===== config.mk =====
export PLATFORM = sky130hd
export DESIGN_NAME = accel_tilt_and_creep_rate_top
export DESIGN_NICKNAME = d
export VERILOG_FILES = /design/src/rtl/acr_pkg.sv /design/src/rtl/acr_mul.sv /design/src/rtl/acr_isqrt.sv /design/src/rtl/acr_cordic.sv /design/src/rtl/acr_div.sv /design/src/rtl/accel_tilt_and_creep_rate_top.sv
export SDC_FILE = /design/constraint.sdc
export NUM_CORES = 2
export LEC_CHECK = 0
export BUFFER_PORTS_ARGS = -buffer_cell sky130_fd_sc_hd__buf_2
export CAP_MARGIN = 20
export CORE_MARGIN = 3
export CORE_UTILIZATION = 35
export DETAILED_ROUTE_END_ITERATION = 8
export MAX_ROUTING_LAYER = met4
export SYNTH_ARGS = -nofsm -noshare
export SYNTH_HDL_FRONTEND = slang
export SYNTH_SLANG_ARGS = --single-unit

===== constraint.sdc =====
create_clock -name clk -period 13.9 [get_ports clk]
set_input_delay 2.78 -clock clk [delete_from_list [all_inputs] [get_ports clk]]
set_output_delay 2.78 -clock clk [all_outputs]
set_load 0.02 [all_outputs]

===== src/rtl/acr_pkg.sv =====
// acr_pkg: shared types, constants and helper functions for the tilt and creep-rate block
// no dependencies; imported by acr_cordic and by the top level
package acr_pkg;

    typedef logic signed [33:0] vec_t;
    typedef logic signed [25:0] ang_t;

    typedef enum logic [4:0] {
        ST_IDLE,
        ST_MUL_GO,
        ST_MUL_WAIT,
        ST_SQ1_GO,
        ST_SQ1_WAIT,
        ST_PITCH_GO,
        ST_PITCH_WAIT,
        ST_ROLL_GO,
        ST_ROLL_WAIT,
        ST_SQ2_GO,
        ST_SQ2_WAIT,
        ST_TILT_GO,
        ST_TILT_WAIT,
        ST_CRP_GO,
        ST_CRP_WAIT,
        ST_DIV_GO,
        ST_DIV_WAIT,
        ST_FINISH
    } acr_state_t;

    localparam logic [1:0] REG_PRESENT  = 2'd0;
    localparam logic [1:0] REG_OFFSET_X = 2'd1;
    localparam logic [1:0] REG_OFFSET_Y = 2'd2;
    localparam logic [1:0] REG_OFFSET_Z = 2'd3;

    localparam logic [16:0] RATE_K        = 17'd117342;
    localparam logic [16:0] CREEP_K       = 17'd60000;
    localparam logic [15:0] FALLBACK_TILT = 16'd5120;
    localparam logic signed [15:0] ONE_G  = 16'sd8192;
    localparam logic signed [17:0] PITCH_MAX = 18'sd23040;
    localparam logic signed [17:0] ROLL_MAX  = 18'sd46080;
    localparam logic signed [17:0] TILT_MAX  = 18'sd46080;
    localparam logic [41:0] WEAK_LIMIT    = 42'd67108864;
    localparam logic [31:0] DT_MIN        = 32'd6;
    localparam ang_t ANG_QUARTER          = 26'sd5898240;
    localparam int MAX_STEPS              = 24;

    // atan(2^-i) in degrees * 2^16
    function automatic ang_t atan_entry(input logic [4:0] i);
        ang_t v;
        case (i)
            5'd0:  v = 26'sd2949120;
            5'd1:  v = 26'sd1740967;
            5'd2:  v = 26'sd919879;
            5'd3:  v = 26'sd466945;
            5'd4:  v = 26'sd234379;
            5'd5:  v = 26'sd117304;
            5'd6:  v = 26'sd58666;
            5'd7:  v = 26'sd29335;
            5'd8:  v = 26'sd14668;
            5'd9:  v = 26'sd7334;
            5'd10: v = 26'sd3667;
            5'd11: v = 26'sd1833;
            5'd12: v = 26'sd917;
            5'd13: v = 26'sd458;
            5'd14: v = 26'sd229;
            5'd15: v = 26'sd115;
            5'd16: v = 26'sd57;
            5'd17: v = 26'sd29;
            5'd18: v = 26'sd14;
            5'd19: v = 26'sd7;
            5'd20: v = 26'sd4;
            5'd21: v = 26'sd2;
            5'd22: v = 26'sd1;
            default: v = 26'sd0;
        endcase
        return v;
    endfunction

    function automatic logic signed [15:0] sat16(input logic signed [16:0] v);
        logic signed [15:0] r;
        if (v > 17'sd32767)
            r = 16'sh7fff;
        else if (v < -17'sd32768)
            r = 16'sh8000;
        else
            r = v[15:0];
        return r;
    endfunction

    // degrees * 2^16 down to 256 per degree, half away from zero
    function automatic logic signed [17:0] deg_round(input ang_t a);
        logic signed [26:0] ax;
        logic signed [26:0] t;
        ax = 27'(a);
        if (ax >= 0)
            t = (ax + 27'sd128) >>> 8;
        else
            t = -((-ax + 27'sd128) >>> 8);
        return t[17:0];
    endfunction

    function automatic logic [16:0] mag17(input logic signed [15:0] v);
        logic signed [16:0] e;
        e = 17'(v);
        return (e < 0) ? 17'(-e) : 17'(e);
    endfunction

endpackage


===== src/rtl/acr_mul.sv =====
// acr_mul: unsigned 17 x 17 shift-add multiplier, one multiplier bit per cycle
// depends on nothing but clk and rst_n
module acr_mul
(
    input  logic        clk,
    input  logic        rst_n,
    input  logic        start,
    input  logic [16:0] a,
    input  logic [16:0] b,
    output logic        done,
    output logic [33:0] prod
);
    logic [16:0] a_reg;
    logic [34:0] p_reg;
    logic [4:0]  cnt_reg;
    logic        busy_reg;
    logic        done_reg;
    logic [17:0] sum;

    assign sum = p_reg[34:17] + (p_reg[0] ? {1'b0, a_reg} : 18'd0);

    always_ff @(posedge clk or negedge rst_n)
    begin
        if (!rst_n)
        begin
            busy_reg <= 1'b0;
            done_reg <= 1'b0;
            cnt_reg  <= 5'd0;
        end
        else
        begin
            done_reg <= 1'b0;
            if (start)
            begin
                busy_reg <= 1'b1;
                cnt_reg  <= 5'd0;
            end
            else if (busy_reg)
            begin
                cnt_reg <= cnt_reg + 5'd1;
                if (cnt_reg == 5'd16)
                begin
                    busy_reg <= 1'b0;
                    done_reg <= 1'b1;
                end
            end
        end
    end

    always_ff @(posedge clk)
    begin
        if (start)
        begin
            a_reg <= a;
            p_reg <= {18'd0, b};
        end
        else if (busy_reg)
            p_reg <= {1'b0, sum, p_reg[16:1]};
    end

    assign done = done_reg;
    assign prod = p_reg[33:0];
endmodule


===== src/rtl/acr_isqrt.sv =====
// acr_isqrt: floor(sqrt(n * 2^28)), one root bit per cycle
// depends on nothing but clk and rst_n
module acr_isqrt
(
    input  logic        clk,
    input  logic        rst_n,
    input  logic        start,
    input  logic [31:0] n,
    output logic        done,
    output logic [29:0] root
);
    logic [59:0] rad_reg;
    logic [31:0] rem_reg;
    logic [29:0] root_reg;
    logic [4:0]  cnt_reg;
    logic        busy_reg;
    logic        done_reg;
    logic [33:0] cur;
    logic [33:0] trial;

    assign cur   = {rem_reg, rad_reg[59:58]};
    assign trial = {2'b00, root_reg, 2'b01};

    always_ff @(posedge clk or negedge rst_n)
    begin
        if (!rst_n)
        begin
            busy_reg <= 1'b0;
            done_reg <= 1'b0;
            cnt_reg  <= 5'd0;
        end
        else
        begin
            done_reg <= 1'b0;
            if (start)
            begin
                busy_reg <= 1'b1;
                cnt_reg  <= 5'd0;
            end
            else if (busy_reg)
            begin
                cnt_reg <= cnt_reg + 5'd1;
                if (cnt_reg == 5'd29)
                begin
                    busy_reg <= 1'b0;
                    done_reg <= 1'b1;
                end
            end
        end
    end

    always_ff @(posedge clk)
    begin
        if (start)
        begin
            rad_reg  <= {n, 28'd0};
            rem_reg  <= 32'd0;
            root_reg <= 30'd0;
        end
        else if (busy_reg)
        begin
            rad_reg <= {rad_reg[57:0], 2'b00};
            if (cur >= trial)
            begin
                rem_reg  <= 32'(cur - trial);
                root_reg <= {root_reg[28:0], 1'b1};
            end
            else
            begin
                rem_reg  <= cur[31:0];
                root_reg <= {root_reg[28:0], 1'b0};
            end
        end
    end

    assign done = done_reg;
    assign root = root_reg;
endmodule


===== src/rtl/acr_cordic.sv =====
// acr_cordic: vectoring cordic giving atan2(y, x) in degrees * 2^16, one rotation per cycle
// depends on acr_pkg for the arctangent table and vector types
module acr_cordic #(
    parameter int STEPS = 16
)
(
    input  logic          clk,
    input  logic          rst_n,
    input  logic          start,
    input  acr_pkg::vec_t x_in,
    input  acr_pkg::vec_t y_in,
    output logic          done,
    output acr_pkg::ang_t angle
);
    import acr_pkg::*;

    localparam int CNT_W = $clog2(STEPS);

    vec_t x_reg;
    vec_t y_reg;
    ang_t z_reg;
    logic [CNT_W-1:0] cnt_reg;
    logic busy_reg;
    logic done_reg;
    vec_t dx;
    vec_t dy;

    assign dx = y_reg >>> cnt_reg;
    assign dy = x_reg >>> cnt_reg;

    always_ff @(posedge clk or negedge rst_n)
    begin
        if (!rst_n)
        begin
            busy_reg <= 1'b0;
            done_reg <= 1'b0;
            cnt_reg  <= '0;
        end
        else
        begin
            done_reg <= 1'b0;
            if (start)
            begin
                cnt_reg <= '0;
                if (x_in == 0 && y_in == 0)
                    done_reg <= 1'b1;
                else
                    busy_reg <= 1'b1;
            end
            else if (busy_reg)
            begin
                cnt_reg <= cnt_reg + 1'b1;
                if (cnt_reg == CNT_W'(STEPS - 1))
                begin
                    busy_reg <= 1'b0;
                    done_reg <= 1'b1;
                end
            end
        end
    end

    always_ff @(posedge clk)
    begin
        if (start)
        begin
            // left half plane: rotate by a quarter turn first
            if (x_in < 0)
            begin
                if (y_in >= 0)
                begin
                    x_reg <= y_in;
                    y_reg <= -x_in;
                    z_reg <= ANG_QUARTER;
                end
                else
                begin
                    x_reg <= -y_in;
                    y_reg <= x_in;
                    z_reg <= -ANG_QUARTER;
                end
            end
            else
            begin
                x_reg <= x_in;
                y_reg <= y_in;
                z_reg <= '0;
            end
        end
        else if (busy_reg)
        begin
            if (y_reg >= 0)
            begin
                x_reg <= x_reg + dx;
                y_reg <= y_reg - dy;
                z_reg <= z_reg + atan_entry(5'(cnt_reg));
            end
            else
            begin
                x_reg <= x_reg - dx;
                y_reg <= y_reg + dy;
                z_reg <= z_reg - atan_entry(5'(cnt_reg));
            end
        end
    end

    assign done  = done_reg;
    assign angle = z_reg;
endmodule


===== src/rtl/acr_div.sv =====
// acr_div: unsigned 32 / 32 restoring divider, one quotient bit per cycle
// depends on nothing but clk and rst_n
module acr_div
(
    input  logic        clk,
    input  logic        rst_n,
    input  logic        start,
    input  logic [31:0] num,
    input  logic [31:0] den,
    output logic        done,
    output logic [31:0] quot
);
    logic [31:0] rem_reg;
    logic [31:0] q_reg;
    logic [31:0] den_reg;
    logic [4:0]  cnt_reg;
    logic        busy_reg;
    logic        done_reg;
    logic [32:0] t;

    assign t = {rem_reg, q_reg[31]};

    always_ff @(posedge clk or negedge rst_n)
    begin
        if (!rst_n)
        begin
            busy_reg <= 1'b0;
            done_reg <= 1'b0;
            cnt_reg  <= 5'd0;
        end
        else
        begin
            done_reg <= 1'b0;
            if (start)
            begin
                busy_reg <= 1'b1;
                cnt_reg  <= 5'd0;
            end
            else if (busy_reg)
            begin
                cnt_reg <= cnt_reg + 5'd1;
                if (cnt_reg == 5'd31)
                begin
                    busy_reg <= 1'b0;
                    done_reg <= 1'b1;
                end
            end
        end
    end

    always_ff @(posedge clk)
    begin
        if (start)
        begin
            rem_reg <= 32'd0;
            q_reg   <= num;
            den_reg <= den;
        end
        else if (busy_reg)
        begin
            if (t >= {1'b0, den_reg})
            begin
                rem_reg <= 32'(t - {1'b0, den_reg});
                q_reg   <= {q_reg[30:0], 1'b1};
            end
            else
            begin
                rem_reg <= t[31:0];
                q_reg   <= {q_reg[30:0], 1'b0};
            end
        end
    end

    assign done = done_reg;
    assign quot = q_reg;
endmodule


===== src/rtl/accel_tilt_and_creep_rate_top.sv =====
// Tilt inclinometer with creep-rate output. One sample item in gives one result item out.
// Items are handled one at a time by a sequencer over four shared bit-serial units: a 17x17
// shift-add multiplier (squares, gyro scaling, creep scaling), a square root unit, a cordic
// and a 32-bit divider. The divide is skipped when no creep rate is due, and the second
// square root and the tilt cordic when gravity is weak. A finished result waits in an output
// register, so the next item is taken while it is still pending.
// depends on acr_pkg, acr_mul, acr_isqrt, acr_cordic, acr_div
module accel_tilt_and_creep_rate_top #(
    parameter int CORDIC_STEPS = 16
)
(
    input  logic         clk,
    input  logic         rst_n,
    input  logic         psel,
    input  logic         penable,
    input  logic         pwrite,
    input  logic [3:0]   paddr,
    input  logic [31:0]  pwdata,
    output logic [31:0]  prdata,
    output logic         pready,
    input  logic         s_axis_tvalid,
    output logic         s_axis_tready,
    // acc_x, acc_y, acc_z, rot_x, rot_y, rot_z, time_ms
    input  logic [127:0] s_axis_tdata,
    output logic         m_axis_tvalid,
    input  logic         m_axis_tready,
    // corr_x, corr_y, corr_z, rate_x_dps, rate_y_dps, rate_z_dps, pitch_angle,
    // roll_angle, tilt_angle, creep_rate, 4 zero bits
    output logic [183:0] m_axis_tdata
);
    import acr_pkg::*;

    acr_state_t state_reg, state_next;

    logic        present_reg;
    logic [15:0] offset_reg [3];

    logic signed [15:0] c_reg [3];
    logic signed [15:0] rot_reg [3];
    logic signed [16:0] rate_reg [3];
    logic [30:0]        sq_reg [3];
    logic [31:0]        time_reg;
    logic [29:0]        r_reg;
    logic signed [17:0] pitch_reg;
    logic signed [17:0] roll_reg;
    logic [15:0]        tilt_reg;
    logic [31:0]        creep_reg;
    logic [31:0]        prod_reg;
    logic               neg_reg;
    logic [2:0]         job_reg;
    logic [15:0]        last_tilt_reg;
    logic [31:0]        last_time_reg;
    logic               out_valid_reg;
    logic [183:0]       out_data_reg;

    logic mul_go, sq_go, cor_go, div_go;
    logic mul_done, sq_done, cor_done, div_done;
    logic [16:0] mul_a, mul_b;
    logic [33:0] mul_p;
    logic [31:0] sq_n;
    logic [29:0] sq_root;
    vec_t cor_x, cor_y;
    ang_t cor_z;
    logic [31:0] div_q;

    logic in_take;
    logic cfg_write;
    logic out_free;
    logic signed [16:0] diff;
    logic [31:0] dt;
    logic creep_ok;
    logic [32:0] g_sum;
    logic [41:0] g_scaled;
    logic grav_ok;
    logic signed [17:0] ang_r;
    logic [17:0] rate_mag;
    logic signed [15:0] mul_src;

    assign pready    = 1'b1;
    assign cfg_write = psel && penable && pwrite && pready;
    assign in_take   = s_axis_tvalid && s_axis_tready;
    assign out_free  = !out_valid_reg || m_axis_tready;
    assign s_axis_tready = (state_reg == ST_IDLE);
    assign m_axis_tvalid = out_valid_reg;
    assign m_axis_tdata  = out_data_reg;

    always_comb
    begin
        case (paddr[3:2])
            REG_PRESENT:  prdata = {31'd0, present_reg};
            REG_OFFSET_X: prdata = {16'd0, offset_reg[0]};
            REG_OFFSET_Y: prdata = {16'd0, offset_reg[1]};
            REG_OFFSET_Z: prdata = {16'd0, offset_reg[2]};
            default:      prdata = 32'd0;
        endcase
    end

    always_ff @(posedge clk or negedge rst_n)
    begin
        if (!rst_n)
        begin
            present_reg   <= 1'b0;
            offset_reg[0] <= 16'd0;
            offset_reg[1] <= 16'd0;
            offset_reg[2] <= 16'd0;
        end
        else if (cfg_write)
        begin
            case (paddr[3:2])
                REG_PRESENT:  present_reg   <= pwdata[0];
                REG_OFFSET_X: offset_reg[0] <= pwdata[15:0];
                REG_OFFSET_Y: offset_reg[1] <= pwdata[15:0];
                REG_OFFSET_Z: offset_reg[2] <= pwdata[15:0];
                default:      present_reg   <= present_reg;
            endcase
        end
    end

    // shared datapath helpers
    assign diff     = signed'({1'b0, tilt_reg}) - signed'({1'b0, last_tilt_reg});
    assign dt       = time_reg - last_time_reg;
    assign creep_ok = (dt > DT_MIN) && (last_time_reg != 32'd0);
    assign g_sum    = {2'b00, sq_reg[0]} + {2'b00, sq_reg[1]} + {2'b00, sq_reg[2]};
    // times 400 = 256 + 128 + 16
    assign g_scaled = {1'b0, g_sum, 8'd0} + {2'b00, g_sum, 7'd0} + {5'd0, g_sum, 4'd0};
    assign grav_ok  = g_scaled > WEAK_LIMIT;
    assign ang_r    = deg_round(cor_z);
    assign rate_mag = 18'(mul_p[31:0] + 34'd32768 >> 16);

    always_comb
    begin
        if (job_reg < 3'd3)
            mul_src = c_reg[2'(job_reg)];
        else if (job_reg < 3'd6)
            mul_src = rot_reg[2'(job_reg - 3'd3)];
        else
            mul_src = '0;
    end

    always_comb
    begin
        if (state_reg == ST_CRP_GO)
        begin
            mul_a = (diff < 0) ? 17'(-diff) : 17'(diff);
            mul_b = CREEP_K;
        end
        else
        begin
            mul_a = mag17(mul_src);
            mul_b = (job_reg < 3'd3) ? mag17(mul_src) : RATE_K;
        end
    end

    assign sq_n = (state_reg == ST_SQ1_GO) ? 32'(sq_reg[0]) + 32'(sq_reg[2])
                                           : 32'(sq_reg[0]) + 32'(sq_reg[1]);

    always_comb
    begin
        case (state_reg)
            ST_PITCH_GO:
            begin
                cor_x = vec_t'({4'd0, r_reg});
                cor_y = vec_t'({{4{c_reg[1][15]}}, c_reg[1], 14'd0});
            end
            ST_ROLL_GO:
            begin
                cor_x = vec_t'({{4{c_reg[2][15]}}, c_reg[2], 14'd0});
                cor_y = -vec_t'({{4{c_reg[0][15]}}, c_reg[0], 14'd0});
            end
            default:
            begin
                cor_x = vec_t'({{4{c_reg[2][15]}}, c_reg[2], 14'd0});
                cor_y = vec_t'({4'd0, r_reg});
            end
        endcase
    end

    // sequencer
    always_ff @(posedge clk or negedge rst_n)
    begin
        if (!rst_n)
            state_reg <= ST_IDLE;
        else
            state_reg <= state_next;
    end

    always_comb
    begin
        state_next = state_reg;
        mul_go = 1'b0;
        sq_go  = 1'b0;
        cor_go = 1'b0;
        div_go = 1'b0;
        case (state_reg)
            ST_IDLE:
                if (in_take)
                    state_next = present_reg ? ST_MUL_GO : ST_CRP_GO;
            ST_MUL_GO:
            begin
                mul_go = 1'b1;
                state_next = ST_MUL_WAIT;
            end
            ST_MUL_WAIT:
                if (mul_done)
                    state_next = (job_reg == 3'd5) ? ST_SQ1_GO : ST_MUL_GO;
            ST_SQ1_GO:
            begin
                sq_go = 1'b1;
                state_next = ST_SQ1_WAIT;
            end
            ST_SQ1_WAIT:
                if (sq_done)
                    state_next = ST_PITCH_GO;
            ST_PITCH_GO:
            begin
                cor_go = 1'b1;
                state_next = ST_PITCH_WAIT;
            end
            ST_PITCH_WAIT:
                if (cor_done)
                    state_next = ST_ROLL_GO;
            ST_ROLL_GO:
            begin
                cor_go = 1'b1;
                state_next = ST_ROLL_WAIT;
            end
            ST_ROLL_WAIT:
                if (cor_done)
                    state_next = grav_ok ? ST_SQ2_GO : ST_CRP_GO;
            ST_SQ2_GO:
            begin
                sq_go = 1'b1;
                state_next = ST_SQ2_WAIT;
            end
            ST_SQ2_WAIT:
                if (sq_done)
                    state_next = ST_TILT_GO;
            ST_TILT_GO:
            begin
                cor_go = 1'b1;
                state_next = ST_TILT_WAIT;
            end
            ST_TILT_WAIT:
                if (cor_done)
                    state_next = ST_CRP_GO;
            ST_CRP_GO:
            begin
                mul_go = 1'b1;
                state_next = ST_CRP_WAIT;
            end
            ST_CRP_WAIT:
                if (mul_done)
                    state_next = creep_ok ? ST_DIV_GO : ST_FINISH;
            ST_DIV_GO:
            begin
                div_go = 1'b1;
                state_next = ST_DIV_WAIT;
            end
            ST_DIV_WAIT:
                if (div_done)
                    state_next = ST_FINISH;
            ST_FINISH:
                if (out_free)
                    state_next = ST_IDLE;
            default:
                state_next = ST_IDLE;
        endcase
    end

    // item datapath
    always_ff @(posedge clk)
    begin
        case (state_reg)
            ST_IDLE:
                if (in_take)
                begin
                    job_reg  <= 3'd0;
                    time_reg <= s_axis_tdata[127:96];
                    rot_reg[0] <= s_axis_tdata[63:48];
                    rot_reg[1] <= s_axis_tdata[79:64];
                    rot_reg[2] <= s_axis_tdata[95:80];
                    pitch_reg <= '0;
                    roll_reg  <= '0;
                    rate_reg[0] <= '0;
                    rate_reg[1] <= '0;
                    rate_reg[2] <= '0;
                    if (present_reg)
                    begin
                        c_reg[0] <= sat16(17'(signed'(s_axis_tdata[15:0]))
                                          - 17'(signed'(offset_reg[0])));
                        c_reg[1] <= sat16(17'(signed'(s_axis_tdata[31:16]))
                                          - 17'(signed'(offset_reg[1])));
                        c_reg[2] <= sat16(17'(signed'(s_axis_tdata[47:32]))
                                          - 17'(signed'(offset_reg[2])));
                        tilt_reg <= 16'd0;
                    end
                    else
                    begin
                        c_reg[0] <= '0;
                        c_reg[1] <= '0;
                        c_reg[2] <= ONE_G;
                        tilt_reg <= FALLBACK_TILT;
                    end
                end
            ST_MUL_WAIT:
                if (mul_done)
                begin
                    job_reg <= job_reg + 3'd1;
                    if (job_reg < 3'd3)
                        sq_reg[2'(job_reg)] <= mul_p[30:0];
                    else if (mul_src < 0)
                        rate_reg[2'(job_reg - 3'd3)] <= 17'(-signed'(rate_mag));
                    else
                        rate_reg[2'(job_reg - 3'd3)] <= 17'(rate_mag);
                end
            ST_SQ1_WAIT, ST_SQ2_WAIT:
                if (sq_done)
                    r_reg <= sq_root;
            ST_PITCH_WAIT:
                if (cor_done)
                begin
                    if (ang_r > PITCH_MAX)
                        pitch_reg <= PITCH_MAX;
                    else if (ang_r < -PITCH_MAX)
                        pitch_reg <= -PITCH_MAX;
                    else
                        pitch_reg <= ang_r;
                end
            ST_ROLL_WAIT:
                if (cor_done)
                begin
                    if (ang_r > ROLL_MAX)
                        roll_reg <= ROLL_MAX;
                    else if (ang_r < -ROLL_MAX)
                        roll_reg <= -ROLL_MAX;
                    else
                        roll_reg <= ang_r;
                end
            ST_TILT_WAIT:
                if (cor_done)
                begin
                    if (ang_r > TILT_MAX)
                        tilt_reg <= TILT_MAX[15:0];
                    else if (ang_r < 0)
                        tilt_reg <= 16'd0;
                    else
                        tilt_reg <= ang_r[15:0];
                end
            ST_CRP_WAIT:
                if (mul_done)
                begin
                    prod_reg  <= mul_p[31:0];
                    neg_reg   <= (diff < 0);
                    creep_reg <= 32'd0;
                end
            ST_DIV_WAIT:
                if (div_done)
                    creep_reg <= neg_reg ? -div_q : div_q;
            default:
                job_reg <= job_reg;
        endcase
    end

    // history and output register
    always_ff @(posedge clk or negedge rst_n)
    begin
        if (!rst_n)
        begin
            last_tilt_reg <= 16'd0;
            last_time_reg <= 32'd0;
            out_valid_reg <= 1'b0;
        end
        else
        begin
            if (state_reg == ST_FINISH && out_free)
            begin
                last_tilt_reg <= tilt_reg;
                last_time_reg <= time_reg;
                out_valid_reg <= 1'b1;
            end
            else if (m_axis_tready)
                out_valid_reg <= 1'b0;
        end
    end

    always_ff @(posedge clk)
    begin
        if (state_reg == ST_FINISH && out_free)
            out_data_reg <= {4'd0, creep_reg, tilt_reg, roll_reg[16:0], pitch_reg[15:0],
                             rate_reg[2], rate_reg[1], rate_reg[0],
                             c_reg[2], c_reg[1], c_reg[0]};
    end

    acr_mul u_mul
    (
        .clk   (clk),
        .rst_n (rst_n),
        .start (mul_go),
        .a     (mul_a),
        .b     (mul_b),
        .done  (mul_done),
        .prod  (mul_p)
    );

    acr_isqrt u_isqrt
    (
        .clk   (clk),
        .rst_n (rst_n),
        .start (sq_go),
        .n     (sq_n),
        .done  (sq_done),
        .root  (sq_root)
    );

    acr_cordic #(
        .STEPS (CORDIC_STEPS)
    ) u_cordic
    (
        .clk   (clk),
        .rst_n (rst_n),
        .start (cor_go),
        .x_in  (cor_x),
        .y_in  (cor_y),
        .done  (cor_done),
        .angle (cor_z)
    );

    acr_div u_div
    (
        .clk   (clk),
        .rst_n (rst_n),
        .start (div_go),
        .num   (prod_reg),
        .den   (dt),
        .done  (div_done),
        .quot  (div_q)
    );

    a_one_unit: assert property (@(posedge clk) disable iff (!rst_n)
        $onehot0({mul_go, sq_go, cor_go, div_go}))
        else $error("two units started together");

    a_take_leaves_idle: assert property (@(posedge clk) disable iff (!rst_n)
        in_take |=> state_reg != ST_IDLE)
        else $error("sequencer stayed idle after taking an item");

    a_finish_loads: assert property (@(posedge clk) disable iff (!rst_n)
        (state_reg == ST_FINISH && out_free) |=> out_valid_reg)
        else $error("result not loaded at finish");

    a_tilt_range: assert property (@(posedge clk) disable iff (!rst_n)
        state_reg == ST_FINISH |-> tilt_reg <= TILT_MAX[15:0])
        else $error("tilt out of range");

endmodule

After elaboration in Yosys (flattened, before gate mapping)
Memory sizes are Yosys's and may differ from the RTL's. A register that Yosys moved wholly into a read port is not among the register bits.
Index checks and enable logic that the tools add are counted.
Widths: inputs -> output; s select.
{"block": "totals", "elab_cells": 361, "out_inout_bits": 219, "mem_bits_ro": 704, "mem_count": 6, "register_bits": 824, "in_bits": 171, "mem_bits_rw": 240, "latch_bits": 0}
{"name": "(name not given)", "words": 16, "width": 22, "rd": 1, "rd_clocked_by_memory_dff": 0, "wr": 0, "line_no": "acr_pkg.sv:49", "rtl": "case (i)"}
{"name": "(name not given)", "words": 16, "width": 22, "rd": 1, "rd_clocked_by_memory_dff": 0, "wr": 0, "line_no": "acr_pkg.sv:49"}
{"name": "sq_reg", "words": 3, "width": 31, "rd": 3, "rd_clocked_by_memory_dff": 0, "wr": 1, "line_no": "accel_tilt_and_creep_rate_top.sv:41", "rtl": "logic [30:0] sq_reg [3];"}
{"name": "rate_reg", "words": 3, "width": 17, "rd": 3, "rd_clocked_by_memory_dff": 3, "wr": 3, "line_no": "accel_tilt_and_creep_rate_top.sv:40", "rtl": "logic signed [16:0] rate_reg [3];"}
{"name": "c_reg", "words": 3, "width": 16, "rd": 4, "rd_clocked_by_memory_dff": 1, "wr": 3, "line_no": "accel_tilt_and_creep_rate_top.sv:38", "rtl": "logic signed [15:0] c_reg [3];"}
{"name": "rot_reg", "words": 3, "width": 16, "rd": 1, "rd_clocked_by_memory_dff": 0, "wr": 3, "line_no": "accel_tilt_and_creep_rate_top.sv:39", "rtl": "logic signed [15:0] rot_reg [3];"}
{"block": "op_classes", "n_lt_le_gt_ge": 23, "shift": 2, "reduce_logical": 41, "n_eq_ne": 36, "n_bitwise": 4, "mux": 169, "mul": 0, "add_sub_neg": 38, "div": 0}
{"op": "$mux 16", "count": 27}
{"op": "$mux 34", "count": 11}
{"op": "$mux 26", "count": 11}
{"op": "$mux 32", "count": 8}
{"op": "$mux 17", "count": 14}
{"op": "$pmux 32 s4", "count": 1}
{"op": "$mux 60", "count": 2}
{"op": "$add 31x31->32", "count": 3}
{"op": "$sub 32x32->32", "count": 3}
{"op": "$pmux 5 s18", "count": 1}
{"op": "$mux 5", "count": 17}
{"op": "$add 34x34->34", "count": 2}
{"op": "$ge 34x1->1 const B", "count": 2}
{"op": "$logic_not 34->1", "count": 2}
{"op": "$neg 34->34", "count": 2}
{"op": "$pmux 34 s2", "count": 1}
{"op": "$sshr 34x4->34", "count": 2}
{"op": "$sub 16x16->17", "count": 4}
{"op": "$sub 34x34->34", "count": 2}
{"op": "$pmux 16 s2", "count": 2}
{"op": "$pmux 32 s2", "count": 1}
{"op": "$mux 1", "count": 60}
{"op": "$add 26x9->26 const B", "count": 2}
{"op": "$gt 17x16->1 const B", "count": 3}
{"op": "other kinds (65)", "count": 130}

Longest topological paths before layout
An unclocked memory read counts as a cell.
{"block": "logic_depth", "word_depth": 13, "ltp_mapped": 32, "ltp_nobuf": 28}

By module
A second synthesis with hierarchy kept.
{"block": "unflattened", "cells_unflattened": 7317, "hier_area_um2": 72517.0}
{"mod": "accel_tilt_and_creep_rate_top", "cells_per_inst": 3759, "seq_area_each_um2": 20604.8, "area_each_um2": 40901.7, "instances": 1}
{"mod": "acr_cordic", "cells_per_inst": 2041, "seq_area_each_um2": 2972.9, "area_each_um2": 16403.2, "instances": 1}
{"mod": "acr_isqrt", "cells_per_inst": 676, "seq_area_each_um2": 2377.3, "area_each_um2": 6326.1, "instances": 1}
{"mod": "acr_div", "cells_per_inst": 565, "seq_area_each_um2": 2737.6, "area_each_um2": 5851.9, "instances": 1}
{"mod": "acr_mul", "cells_per_inst": 276, "seq_area_each_um2": 1536.5, "area_each_um2": 3034.2, "instances": 1}

Worst setup path after synthesis
OpenSTA, ideal clock, no wires.
{"block": "synth_path", "path_type": "in2reg", "startpoint": "input m_axis_tready", "endpoint": "register last_tilt_reg[10]", "cell_stages": 6, "path_slack_ns": 4.772, "required_ns": 13.509, "path_buffers": 2, "arrival_ns": 8.737, "setup_ns": 0.391, "path_cell_list": "nand2b_1 nand4_1 inv_1 clkbuf_1 clkbuf_1 o21ai_0"}
{"block": "synth_between", "elab_chain_cells": 2}
{"element": "start: declaration", "line_no": "accel_tilt_and_creep_rate_top.sv:26", "rtl": "input logic m_axis_tready,"}
{"element": "$logic_or 1x1->1", "line_no": "accel_tilt_and_creep_rate_top.sv:82", "rtl": "assign out_free = !out_valid_reg || m_axis_tready;"}
{"element": "$logic_and 1x1->1", "line_no": "accel_tilt_and_creep_rate_top.sv:375", "rtl": "if (state_reg == ST_FINISH && out_free)"}
{"element": "end signal: assignment", "line_no": "accel_tilt_and_creep_rate_top.sv:377", "rtl": "last_tilt_reg <= tilt_reg;"}
{"element": "end: declaration", "line_no": "accel_tilt_and_creep_rate_top.sv:51", "rtl": "logic [15:0] last_tilt_reg;"}
No other way between the ends.
A chain may end at the register's enable or synchronous reset.

==> key figures <==
STA
  • Final period utilization: 0.571
  • Slew Viols, Final: 0
  • Least-Margin Pin Slew: 1.14 ns
  • Max Clk Rate: 0.126 GHz
  • Final Setup Violations: 0
  • Hold Vio Cnt, Final: 0
  • Worst slew margin: 0.242
  • Minimum clock period: 7.94 ns
  • RSZ-0062 raised after global routing: no
  • Setup Skew: 0.0833 ns
  • Setup TNS: 0 ns

Clocking
  • CTS Buffer Depth: 3
  • Worst-path clk slew: 0.07 ns
  • Clk root buf: clkbuf_16
  • Postcts setup bufs: 0
  • CTS tree: done
  • CTS resizes: 0
  • Worst-Skew Late Latency: about 0.79 ns
  • CTS Hold Buffers Added: 0
  • H-tree depth: 3
  • Clock sinks: 1066
  • Total CTS buffers: 119

Drt
  • Vias per inst: 5.45
  • First drt pass iteration count: 8
  • Post-DRT Antenna Nets: 0
  • Number of remaining DRC errors: 0
  • DR WL/cell: 20.6 um
  • Met2 Routed Length: 96.7 mm
  • DRT iter0 DRCs: 5021
  • Met3 WL: 11.1 mm
  • DR top layer: met4
  • Routed via count: 54695
  • M1 WL: 91.6 mm
  • Final wirelength: 207 mm

Global route
  • All-layer global routing usage: 0.201
  • Initial antenna violation count: 9
  • Pin count of the biggest net entering global routing: 115
  • First-pass GRT wire length: between 300 and 400 mm
  • Vias in the first global route: 51699
  • Total grt overflow: 0

Layout
  • Most frequent cells in the layout: 823 x edfxtp_1, 668 x nand2_1, 644 x nor2_1
  • Most common cell after layout, fill and taps aside: edfxtp_1
  • Area added between synthesis and finish: 12.4%
  • Filler Cells Inserted: 19115
  • Largest register FFs: 180
  • Layout cells sized above 1: 0.124
  • Nets: around 8000
  • Post-route cell area: 78400 um^2

Run status
  • Outcome: finished, final reports clean

Floorplanning
  • Die Area: 205000 um^2
  • Die extent in x: 452 um
  • # rows: 163
  • Initial Utilization: 0.353
  • Die height: 452 um
  • Core area: 198000 um^2
  • I/O pin cnt: 390

Yosys
  • Average size of a mapped cell: between 9 and 10 um^2
  • Post-Syn Instances: 7039
  • Yosys cell types: 124
  • Post-synth EDFFs: 823
  • Share of the yosys chip area belonging to registers: 0.434
  • Synth top area cells: edfxtp_1 35%, ha_1 7.5%, dfrtp_1 4.7%
  • Primary FF master, synth: edfxtp_1
  • #FFs+latches synth: 1066
  • Post-synth top area cell: edfxtp_1
  • Post-synth ARST share: 0.122
  • Synth Warn #: 0
  • Yosys top cell area share: 0.355
  • Post-Syn Area: 69700 um^2

Pwr
  • Net Sw Frac: 0.449
  • VDD IR max: between 0.00015 and 0.0002 V
  • Reg power frac: 0.263
  • LEAKAGE: 31.4 nW
  • Pwr per Cell Area: ~280 nW/um^2
  • Switch Pwr: 9.87 mW
  • Clock network fraction of total power: 0.156
  • P_int: between 10 and 15 mW
  • Combinational power share: 0.581

Place
  • Placed Area: 74000 um^2
  • Final GP Congestion: 0.934
  • Hpwl dp: 158 mm
  • IO buf count: 350

Critical path
  • Crit-path slowest cell: a2111oi_0
  • Crit Path Max Fanout: 8
  • Worst setup SP type: flip-flop
  • CP max stage delay: 0.58 ns
  • Cell mode on critical path: nand3_1
  • CP arrival: roughly 8.6 ns
  • Critical Path End Type: flip-flop
  • Kind of critical path: flip-flop to flip-flop
  • Required time worst endpoint: approximately 15 ns

Run
  • Max cap viols: 0

Hold path
  • Worst Hold Class: flip-flop to flip-flop
[critical path: cells and delay by family (launching register included)]
family	cells	cell delay (ns)
xor+xnor	1	0.40
compound gates	13	3.42
buf+inv	1	0.08
fa+ha+maj	4	1.80
flops	1	0.41
simple gates	7	1.72
[synth_stat cells, drive strengths merged (67+ instances only)]
master,n
xor2,251
a21oi,506
mux2,81
nand2,668
mux2i,167
a31oi,73
mux4,75
dfxtp,113
a21o,159
ha,416
xnor2,273
a211oi,67
nor2,657
edfxtp,823
and3,71
dfrtp,130
nor3,134
nand3,130
o21ai,534
inv,386
clkbuf,220
buf,88
[power by group through the flow]
stage	clock, mW	sequential [mW]	combinational, mW
floorplan	0	5.35	9.94
global placement	0	5.81	12.3
detailed placement	0	5.84	12.6
CTS	3.49	5.78	12.7
global route	3.61	5.88	14.2
finish	3.42	5.79	12.8
[path summary, 6_finish.rpt]
kind / start / to / slack, ns / cells after the start
max: sq_reg[2][2]$_DFFE_PP_ / state_reg[2]$_DFFE_PN0P_ / 5.96 / 26
min: pitch_reg[2]$_SDFFCE_PP0P_ / m_axis_tdata[101]$_DFFE_PP_ / 0.42 / 0
max reg2reg: sq_reg[2][2]$_DFFE_PP_ / state_reg[2]$_DFFE_PN0P_ / 5.96 / 26
min reg2reg: pitch_reg[2]$_SDFFCE_PP0P_ / m_axis_tdata[101]$_DFFE_PP_ / 0.42 / 0
max in group asynchronous: rst_n / offset_reg[14]$_DFFE_PN0P_ / 10.51 / 2
min in group asynchronous: rst_n / last_time_reg[2]$_DFFE_PN0P_ / 2.06 / 1
[metrics by stage]
stage	total power [mW]	utilization	worst slack (ns)	hold WS, ns	cells
finish	22.0	0.397	5.96	0.416	10044
global route	23.7	0.397	5.19	0.416	10043
CTS	21.9	0.396	6.07	0.414	10034
detailed placement	18.4	0.375	6.16	0.405	9807
global placement	18.1	0.375	6.19	0.402	9805
floorplan	15.3	-	4.77	0.400	7058
[per-layer routing]
layer  up-vias  track usage
met2      1577        0.318
met3       337       0.0258
met1     26576        0.264
met4         0       0.0703
li1      26205            -
met5         -            -
[cells by family (layout without fill, tap and decap cells)]
| family | Yosys count | in the layout | synth area share |
|---|---|---|---|
| AO/OA/AOI/OAI | 1813 | 1813 | 0.163 |
| buffers and inverters | 698 | 1036 | 0.0411 |
| multiplexers | 323 | 323 | 0.0613 |
| other | 2 | 29 | 0.000108 |
| XOR/XNOR | 524 | 524 | 0.0659 |
| flip-flops | 1066 | 1066 | 0.434 |
| AND/OR/NAND/NOR | 2137 | 2137 | 0.144 |
| adder cells (fa/ha/maj) | 476 | 476 | 0.0916 |
[final cells by class]
cell class,instances,area [um^2],share of cell area
Antenna cell,8,20.0,0.000255
Clock buffer,135,3110,0.0397
Clock inverter,92,1170,0.0150
Inverter,390,1470,0.0188
Multi-Input combinational cell,5294,36800,0.469
Sequential cell,1066,30200,0.386
Tap cell,2640,3300,0.0421
Timing Repair Buffer,419,2300,0.0293
(Power assumes the default switching activity.)
